### config.mk
export PLATFORM = sky130hd
export DESIGN_NAME = rbs_merge
export DESIGN_NICKNAME = d
export VERILOG_FILES = /design/src/hw/rtl/rbs_pkg.sv /design/src/hw/rtl/rbs_merge.sv
export SDC_FILE = /design/constraint.sdc
export NUM_CORES = 1
export LEC_CHECK = 0
export ABC_CLOCK_PERIOD_IN_PS = 14710
export CAP_MARGIN = 20
export CORE_MARGIN = 4
export CORE_UTILIZATION = 39
export CTS_CLUSTER_DIAMETER = 40
export DETAILED_ROUTE_END_ITERATION = 8
export DONT_BUFFER_PORTS = 1
export PLACE_DENSITY_LB_ADDON = 0.08
export SLEW_MARGIN = 25
export SYNTH_ARGS = -nofsm -noshare
export SYNTH_HDL_FRONTEND = slang
export SYNTH_SLANG_ARGS = --single-unit
### constraint.sdc
create_clock -name i_clk -period 14.71 [get_ports i_clk]
set_input_delay 2.942 -clock i_clk [delete_from_list [all_inputs] [get_ports i_clk]]
set_output_delay 2.942 -clock i_clk [all_outputs]
set_load 0.02 [all_outputs]
### src/hw/rtl/rbs_pkg.sv
// shared constants, types and codes for the ray-box slab intersection block
// no dependencies
`default_nettype none
package rbs_pkg;

    localparam int FRAC_BITS = 16;
    localparam int CW        = 32;
    localparam int QW        = CW + 1 + FRAC_BITS;
    localparam int LANE_LAT  = QW + 1;

    localparam logic signed [CW-1:0] T_LOW  = {1'b1, {(CW-1){1'b0}}};
    localparam logic signed [CW-1:0] T_HIGH = {1'b0, {(CW-1){1'b1}}};

    typedef enum logic [2:0] {
        REG_MIN_X    = 3'd0,
        REG_MIN_Y    = 3'd1,
        REG_MIN_Z    = 3'd2,
        REG_MAX_X    = 3'd3,
        REG_MAX_Y    = 3'd4,
        REG_MAX_Z    = 3'd5,
        REG_HIT_TOL  = 3'd6,
        REG_FACE_TOL = 3'd7
    } t_reg_idx;

    typedef enum logic [2:0] {
        FACE_NONE  = 3'd0,
        FACE_NEG_X = 3'd1,
        FACE_POS_X = 3'd2,
        FACE_NEG_Y = 3'd3,
        FACE_POS_Y = 3'd4,
        FACE_NEG_Z = 3'd5,
        FACE_POS_Z = 3'd6
    } t_face;

    typedef struct packed {
        logic signed [CW-1:0] lo;
        logic signed [CW-1:0] hi;
        logic                 miss;
    } t_lane_res;

    typedef struct packed {
        logic                 hit;
        logic signed [CW-1:0] t;
        logic                 in_box;
    } t_merge_res;

    typedef struct packed {
        logic signed [CW-1:0] ox;
        logic signed [CW-1:0] oy;
        logic signed [CW-1:0] oz;
        logic signed [CW-1:0] dx;
        logic signed [CW-1:0] dy;
        logic signed [CW-1:0] dz;
        logic [30:0]          closest;
    } t_ray;

endpackage
`default_nettype wire

### src/hw/rtl/rbs_merge.sv
// merges the three lanes: entry, exit, inside test and acceptance
// depends on rbs_pkg
`default_nettype none
module rbs_merge (
    input  wire logic                 i_clk,
    input  wire logic                 i_en,
    input  rbs_pkg::t_lane_res        i_lx,
    input  rbs_pkg::t_lane_res        i_ly,
    input  rbs_pkg::t_lane_res        i_lz,
    input  wire logic [15:0]          i_hit_tol,
    input  wire logic [30:0]          i_closest,
    output rbs_pkg::t_merge_res       o_res
);
    import rbs_pkg::*;

    logic signed [CW-1:0] ent_xy, ent, ext_xy, ext, tol, tf, clo;
    logic                 miss, in_box;
    t_merge_res           r_res;

    assign tol    = {16'b0, i_hit_tol};
    assign clo    = {1'b0, i_closest};
    assign ent_xy = (i_lx.lo > i_ly.lo) ? i_lx.lo : i_ly.lo;
    assign ent    = (i_lz.lo > ent_xy) ? i_lz.lo : ent_xy;
    assign ext_xy = (i_lx.hi < i_ly.hi) ? i_lx.hi : i_ly.hi;
    assign ext    = (i_lz.hi < ext_xy) ? i_lz.hi : ext_xy;
    assign miss   = i_lx.miss || i_ly.miss || i_lz.miss || (ent > ext) || (ext < tol);
    assign in_box = ent < tol;
    assign tf     = in_box ? ext : ent;

    always_ff @(posedge i_clk) begin
        if (i_en) begin
            r_res.hit    <= !miss && (tf < clo) && (tf > tol);
            r_res.t      <= tf;
            r_res.in_box <= in_box;
        end
    end

    assign o_res = r_res;
endmodule
`default_nettype wire

# Word-level counts from Yosys, hierarchy flattened
# Index checks and enable logic that the tools add are counted.
[totals] ff_bits=34 input_bits=244 output_inout_bits=34 wordCells=24
[op_classes] n_lt_le_gt_ge=9 mux=5 reduce_logical=7
[op_table] cell="$mux 32" count=5
[op_table] cell="$gt 32x32->1" count=3
[op_table] cell="$lt 32x32->1" count=3
[op_table] cell="$lt 32x17->1" count=2
[op_table] cell="$gt 32x17->1" count=1
[op_table] cell="$logic_or 1x1->1" count=4
[op_table] cell="$logic_and 1x1->1" count=2
[op_table] cell="$logic_not 1->1" count=1

# Depth between registers and ports, before layout
# Gate-level depths: netlist (run 1).
[depth] ltp_word=10 ltp_mapped=45 depth_no_buf=39

# Worst setup path after synthesis (run 1)
# No wires, ideal clock.
[synth_path] kind="input to register" from="input i_ly[48] (netlist bit)" to="register r_res (netlist bit o_res[33]) (data pin)" setup_ns=0.259 t_arrival_ns=11.674 required_time_ns=14.451 path_slack_ns=2.778 cell_stages=43 n_path_buf=7 path_cell_list="inv_1 -> ha_1 -> nand4_2 -> a2111oi_2 -> o41ai_4 -> a21oi_4 -> buf_6 -> buf_2 -> buf_2 -> mux2i_1 -> ha_1 -> a211oi_1 -> o21ai_0 -> a221oi_1 -> a21oi_1 -> or4_1 -> nand2_1 -> buf_4 -> [... 7 more ...] -> a41o_1 -> o21ai_1 -> nor4_4 -> nor2_2 -> buf_6 -> mux2_4 -> ha_1 -> a21oi_1 -> o221ai_1 -> a21o_1 -> a2111oi_0 -> nor3_1 -> a21oi_1 -> a32oi_1 -> o21ai_0 -> a211o_1 -> a31o_1 -> nor3_1"
[synth_via] elab_cells_between_ends=14 cone_classes="order compare: 6; mux: 3; reduce/logical: 5"
[synth_lines] element="start: declaration" line="rbs_merge.sv:8" text="input rbs_pkg::t_lane_res i_ly,"
[synth_lines] element="$gt 32x32->1" line="rbs_merge.sv:22" text="assign ent_xy = (i_lx.lo > i_ly.lo) ? i_lx.lo : i_ly.lo;"
[synth_lines] element="$mux 32 (*)" line="rbs_merge.sv:22"
[synth_lines] element="$gt 32x32->1" line="rbs_merge.sv:23" text="assign ent = (i_lz.lo > ent_xy) ? i_lz.lo : ent_xy;"
[synth_lines] element="$mux 32 (*)" line="rbs_merge.sv:23"
[synth_lines] element="$lt 32x17->1" line="rbs_merge.sv:27" text="assign in_box = ent < tol;"
[synth_lines] element="$mux 32 (*)" line="rbs_merge.sv:28" text="assign tf = in_box ? ext : ent;"
[synth_lines] element="net tf[2]" line="rbs_merge.sv:16" text="logic signed [CW-1:0] ent_xy, ent, ext_xy, ext, tol, tf, clo;"
[synth_lines] element="$lt 32x32->1" line="rbs_merge.sv:32" text="r_res.hit <= !miss && (tf < clo) && (tf > tol);"
[synth_lines] element="$logic_and 1x1->1" line="rbs_merge.sv:32"
[synth_lines] element="$logic_and 1x1->1 (*)" line="rbs_merge.sv:32"
[synth_lines] element="end: declaration" line="rbs_merge.sv:18" text="t_merge_res r_res;"
# The timed path passes the listed nets; every way through them passes the cells marked *.
# A chain may end at the register's enable or synchronous reset.

# Worst setup path in the final report (run 1)
# Same ends and word-level chain as after synthesis.

==> results of run 1 <==
-- report_power, final --
part           leakage, nW  internal (W)  switching, W
Sequential           0.333      0.000146     0.0000410
Clock               0.0915     0.0000966     0.0000433
Combinational         4.73      0.000300      0.000409
Total                 5.15      0.000542      0.000493
-- placed cells by master (no fill, tap or decap), types with 5 or more instances in the layout --
master                      instances
sky130_fd_sc_hd__o211ai_1           5
sky130_fd_sc_hd__or4_1              8
sky130_fd_sc_hd__nor2b_1            5
sky130_fd_sc_hd__mux2_4            12
sky130_fd_sc_hd__buf_4              6
sky130_fd_sc_hd__nor4_1            15
sky130_fd_sc_hd__ha_1             234
sky130_fd_sc_hd__nand2_1           32
sky130_fd_sc_hd__or3_1              5
sky130_fd_sc_hd__nand4_1           48
sky130_fd_sc_hd__o21a_1             9
sky130_fd_sc_hd__nand3_1           29
sky130_fd_sc_hd__mux2_2            26
sky130_fd_sc_hd__nor3_1            18
sky130_fd_sc_hd__edfxtp_1          34
sky130_fd_sc_hd__a21oi_1           85
sky130_fd_sc_hd__inv_1            186
sky130_fd_sc_hd__nor2_1            60
sky130_fd_sc_hd__a21o_1            51
sky130_fd_sc_hd__clkbuf_16          5
sky130_fd_sc_hd__o21ai_0           39
sky130_fd_sc_hd__nand2b_1           5
sky130_fd_sc_hd__a211oi_1          15
sky130_fd_sc_hd__mux2i_1           88
-- per-stage QoR --
stage / instance area, µm² / worst slack [ns] / hold WS, ns / cells / utilization [%]
3_5_place_dp: 9610 / 1.53 / 3.06 / 1415 / 41.0
5_1_grt: 9790 / 0.928 / 2.75 / 1423 / 41.9
4_1_cts: 9790 / 1.84 / 2.76 / 1423 / 41.9
6_report: 9790 / 1.73 / 2.77 / 1423 / 41.9
3_3_place_gp: 9610 / 1.72 / 3.06 / 1415 / 41.0
2_1_floorplan: 9240 / 2.78 / 3.05 / 1108 / -
-- cells by family (layout without fill, tap and decap cells) --
logic type	count (synthesis)	count (layout)
AO/OA/AOI/OAI	263	263
AND/OR/NAND/NOR	246	246
adder cells (fa/ha/maj)	234	234
buffers and inverters	205	201
multiplexers	126	126
flip-flops	34	34
-- layout make-up --
cell class | count | area [µm²] | area share [%]
Inverter | 187 | 702 | 7.17
Multi-Input combinational cell | 869 | 7440 | 75.9
Timing Repair Buffer | 6 | 45.0 | 0.460
Clock buffer | 5 | 125 | 1.28
Sequential cell | 34 | 1020 | 10.4
Clock inverter | 3 | 63.8 | 0.652
Tap cell | 319 | 399 | 4.08
-- routing by layer --
layer | global-route usage (%) | up-vias
met1 | 27.6 | 3594
li1 | - | 4111
met2 | 39.3 | 231
met4 | 2.81 | 0
met3 | 6.47 | 20
met5 | 0 | -
-- how the worst max path moves through the flow --
stage,from,endpoint,slack (ns)
2_1_floorplan,i_ly[48],o_res[33],2.78
5_1_grt,i_ly[48],o_res[33],0.93
4_1_cts,i_ly[48],o_res[33],1.84
6_report,i_ly[48],o_res[33],1.73
3_3_place_gp,i_ly[64],o_res[33],1.72
3_5_place_dp,i_ly[48],o_res[33],1.53
==> impl_results.md, run 1 <==
* Outcome: complete, no violations
* Total of warnings raised by yosys at 0
* PortBufs at 0
* Prevailing post-synth register cell: sky130_fd_sc_hd__edfxtp_1
* Starting density of the core at 39.5%
* Adder-cell share of the synthesized area at between 30% and 40%
* Post-synthesis simple-gate area fraction at 14.6%
* Antenna cells at 0
* Number of rows created at floorplan at 56
* Largest cells by area after synthesis: sky130_fd_sc_hd__ha_1 32%, sky130_fd_sc_hd__edfxtp_1 11%, sky130_fd_sc_hd__mux2i_1 9.5%
* CTS sink count at 34
* Total stage count of the critical path at 40
* Area share of the largest cell type after synthesis at 31.7%
* Max reg flops at 34
* Syn_area_per_cell at roughly 8.3 µm²
* CP max-delay cell: sky130_fd_sc_hd__a2111oi_2
* Synthesized-area fraction occupied by ao, oa, aoi and oai cells at between 10% and 20%
* Post-route met1 wirelength at around 13,000 µm
* Count of max-cap constraint violations at 0
* EDFF count, synth at 34
* Kind of end point of the critical path: flop
* Synth Area in XOR/XNOR at 0%
* Data arrival time at the worst-slack endpoint at ~13 ns
* Overall die area at 0.0262 mm²
* Commonest cells post-synth: 234 x sky130_fd_sc_hd__ha_1, 186 x sky130_fd_sc_hd__inv_1, 88 x sky130_fd_sc_hd__mux2i_1, 85 x sky130_fd_sc_hd__a21oi_1, 60 x sky130_fd_sc_hd__nor2_1
* Highest ir drop seen on vdd at between 40 and 50 µV
* Nets at roughly 1,600
* Clock tree from TritonCTS: yes
* Number of global-route vias before repair at 8,033
* CP bufs+invs at 4
* Share of the yosys chip area belonging to registers at between 10 and 15%
* Final routed wirelength across all metal layers at ~30,000 µm
* CTS root buf: sky130_fd_sc_hd__clkbuf_16
* Hold Fails Final Rpt at 0
* Worst-margin pin slew at about 0.90 ns
* Core region area at 0.0234 mm²
* CTS H-Tree Depth at 2
* Cell family contributing the most delay on the critical path: compound AO/OA/AOI/OAI gates
* Synth cell types at 76
* Number of iterations in the first detailed-routing pass at 5
* Total leakage power at between 5 and 6 nW
* Clock Tree Buf Depth at 2
* Residual DRC count at 0
* Largest stage delay on the critical path at just under 0.6 ns
* Top-count cell post-synth: sky130_fd_sc_hd__ha_1
* 1st-iter DRT viols at about 430
* GRT Resource Usage Total at 22.2%
* Total negative slack at 0 ns
* Total power density per cell area at 106 mW/mm²
* Top routing layer in use: met4
* Worst min-delay path startpoint: i_en
* FMAX at around 0.077 GHz
* # setup viols final at 0
* Via-to-Cell Ratio at ~5.6
* RSZ-0062 raised after global routing: false
* Count of fill cells added during filler insertion at approximately 2,400
* Pin count of the biggest net entering global routing at 35
* Die width at between 150 and 200 µm
* Total setup buffers inserted after CTS at 0
* Slew Limit Fails at 0
* Post-Synthesis Net Count at around 1,600
* Multiplexer share of the synthesized area at ~15%
* Resized Gates After CTS at 0
* Number of buffers inserted by hold repair at cts at 0
* Class of the worst hold path: primary input to flop
* Global-route wire length before repair at about 46,000 µm
* Ratio of cells with drive above 1 in the final layout at 7.25%
* Antenna violations before repair at 0
* Die height at between 150 and 200 µm
* Post-synthesis instance area at 0.00924 mm²
* Layout overhead on the synthesized area at 5.96%
* Num CTS Buffers at 5
* Required @ worst endpoint at 14.75 ns
* Synthesis-stage register bit count at 34
* Share of synthesized flip-flops with an asynchronous set or reset at 0%
* Half-perimeter wire length of the detailed placement result at about 27,000 µm
* Number of nets with antenna violations after routing at 0
* Biggest fanout along the worst timing path at 30
* Type of the worst setup path: primary input to flop
* Hold EP: o_res[7]
* Number of ports placed on the die boundary at between 200 and 300
* Routability cong. at ~0.9
* Minimum clock period at around 13 ns
* Remaining global-route overflow at 0
* Cell occurring most often along the worst timing path: sky130_fd_sc_hd__ha_1
* Overall power after layout at between 0.001 and 0.0015 W
* Startpoint class of the critical path: primary input
* Part of the cycle the worst path needs at 88.3%
* Worst slew margin at between 30 and 40%
* Clk slew on worst S/H paths at 0.06 ns
* Detail Route met3 WL at approximately 2400 µm
* Cell type contributing the most total cell area after synthesis: sky130_fd_sc_hd__ha_1
* Cell count of the worst hold path at 0
* DR vias at ~8,000
* Metal2 WL at around 15,000 µm
* Cell count after synthesis at between 1,000 and 1,500
* Routed wire length per instance at between 20 and 25 µm
* Combinational family with the most area after synthesis: adder cells
(Power assumes the default switching activity.)
==> run 2, diff against run 1 <==
Settings changed: CORE_ASPECT_RATIO from default to 1.25.
==> impl_results.md, run 2 (same netlist as run 1, synthesis figures left out) <==
* Required @ worst endpoint at 14.82 ns (+0.07 ns)
* Ratio of cells with drive above 1 in the final layout at 7.34% (+0.091 points)
* Clk slew on worst S/H paths at 0.05 ns (about the same)
* Reg area at 0.00102 mm² (unchanged)
* Worst slew margin at 31.5% (-8.0 points)
* Layout overhead on the synthesized area at 5.59%
* Cell family contributing the most delay on the critical path: compound AO/OA/AOI/OAI gates
* Number of buffers inserted by hold repair at cts at 0 (unchanged)
* Minimum clock period at 12.88 ns (-0.109 ns)
* Outcome: complete, no violations
* Most common library cell in the layout ignoring fill and taps: sky130_fd_sc_hd__ha_1
* Cell occurring most often along the worst timing path: sky130_fd_sc_hd__a21oi_1
* Max reg flops at 34 (unchanged)
* Overall die area at 0.0262 mm² (about the same)
* Total power density per cell area at 105 mW/mm² (-0.27%)
* Area of the multi-input gates at 0.00744 mm² (unchanged)
* Placed Instances at 1,384 (-2.2%)
* 1st-iter DRT viols at 248 (-42%)
* Overall power after layout at 0.00103 W (-0.62%)
* Data arrival time at the worst-slack endpoint at 12.99 ns (-0.04 ns)
* Largest stage delay on the critical path at 0.67 ns (+0.09 ns)
* Number of ports placed on the die boundary at 278 (unchanged)
* Half-perimeter wire length of the detailed placement result at 28,000 µm (+2.5%)
* GRT Resource Usage Total at 22.5% (+0.25 points)
* Hold Fails Final Rpt at 0 (unchanged)
* FMAX at 0.0777 GHz (+0.85%)
* Part of the cycle the worst path needs at 87.5% (-0.74 points)
* Clock tree from TritonCTS: yes
* Number of global-route vias before repair at 8,467 (+5.4%)
* CTS H-Tree Depth at 2 (unchanged)
* Num CTS Buffers at 5 (unchanged)
* Most used cells in the layout excluding fill and tap cells: 234 x sky130_fd_sc_hd__ha_1, 186 x sky130_fd_sc_hd__inv_1, 88 x sky130_fd_sc_hd__mux2i_1
* # setup viols final at 0 (unchanged)
* Area of all placed cells without fillers at 0.00976 mm² (-0.34%)
* Total setup buffers inserted after CTS at 0 (unchanged)
* Number of nets with antenna violations after routing at 0 (unchanged)
* Highest ir drop seen on vdd at 61.2 µV (+33%)
* Type of the worst setup path: primary input to flop
* CTS root buf: sky130_fd_sc_hd__clkbuf_16
* Kind of end point of the critical path: flop
* Clock Tree Buf Depth at 2 (unchanged)
* Antenna violations before repair at 0 (unchanged)
* Worst-margin pin slew at 1.02 ns (+0.120 ns)
* Resized Gates After CTS at 0 (unchanged)
* CP max-delay cell: sky130_fd_sc_hd__a21oi_4
* Standard cell area after detailed placement at 0.00957 mm² (-0.40%)
* PortBufs at 0 (unchanged)
* Starting density of the core at 39.9% (+0.35 points)
* Antenna cells at 0 (unchanged)
* Global-route wire length before repair at 46,300 µm (+1.5%)
* Count of max-cap constraint violations at 0 (unchanged)
* CTS sink count at 34 (unchanged)
* Biggest fanout along the worst timing path at 20 (-33%)
* Routability cong. at 0.891 (-1.2%)
* Die width at 146 µm (-10%)
* Pin count of the biggest net entering global routing at 35 (unchanged)
* Startpoint class of the critical path: primary input
* Remaining global-route overflow at 0 (unchanged)
* Total negative slack at 0 ns (unchanged)
* Finished Layout Cells at 1,392 (-2.2%)
* Die height at 180 µm (+11%)
* Class of the worst hold path: primary input to flop
* Core region area at 0.0232 mm² (-0.89%)
* Via-to-Cell Ratio at 5.78 (+3.4%)
* Nets at 1,581 (unchanged)
* Number of rows created at floorplan at 62 (+11%)
* DR vias at 8,046 (+1.1%)
* Slew Limit Fails at 0 (unchanged)
* Count of fill cells added during filler insertion at 2,408 (-0.78%)
* Residual DRC count at 0 (unchanged)
* CP bufs+invs at 4 (unchanged)
* Final routed wirelength across all metal layers at 30,600 µm (+1.8%)
* RSZ-0062 raised after global routing: false
* Number of iterations in the first detailed-routing pass at 5 (unchanged)
* Routed wire length per instance at 22.0 µm (+4.0%)
* Total leakage power at 5.15 nW (about the same)
-- run 2: layer usage --
metal / routed length, µm / global-route usage (%) / vias up
met2: 16700 / 44.7 / 214
met5: 0 / 0 / -
li1: - / - / 4119
met1: 11300 / 23.4 / 3684
met3: 2000 / 5.71 / 29
met4: 660 / 4.68 / 0
-- run 2: where the power goes --
part           internal (W)  total, W  leakage (nW)  switching [W]
combinational      0.000300  0.000704          4.73       0.000404
clock             0.0000973  0.000138        0.0940      0.0000407
sequential         0.000146  0.000187         0.333      0.0000417
-- run 2: layout make-up --
cell class              count  share of cell area (%)
repair buffers              6                   0.461
inverters                 187                    7.19
flip-flops and latches     34                    10.5
multi-input cells         869                    76.2
well taps                 288                    3.69
clock buffers               5                    1.28
clock inverters             3                   0.705
-- run 2: through the flow --
step | hold slack, ns | worst slack [ns] | utilization, %
after floorplan | 3.05 | 2.78 | -
after global routing | 2.76 | 0.944 | 42.1
after CTS | 2.76 | 1.75 | 42.1
after global placement | 3.06 | 1.66 | 41.2
final | 2.78 | 1.83 | 42.1
after detailed placement | 3.06 | 1.47 | 41.2
-- run 2: worst paths after layout --
path / start / endpoint / slack (ns) / cells after the start
worst max-delay path: i_ly[64] / o_res[33] / 1.83 / 41
worst min-delay path: i_en / o_res[7] / 2.78 / 0
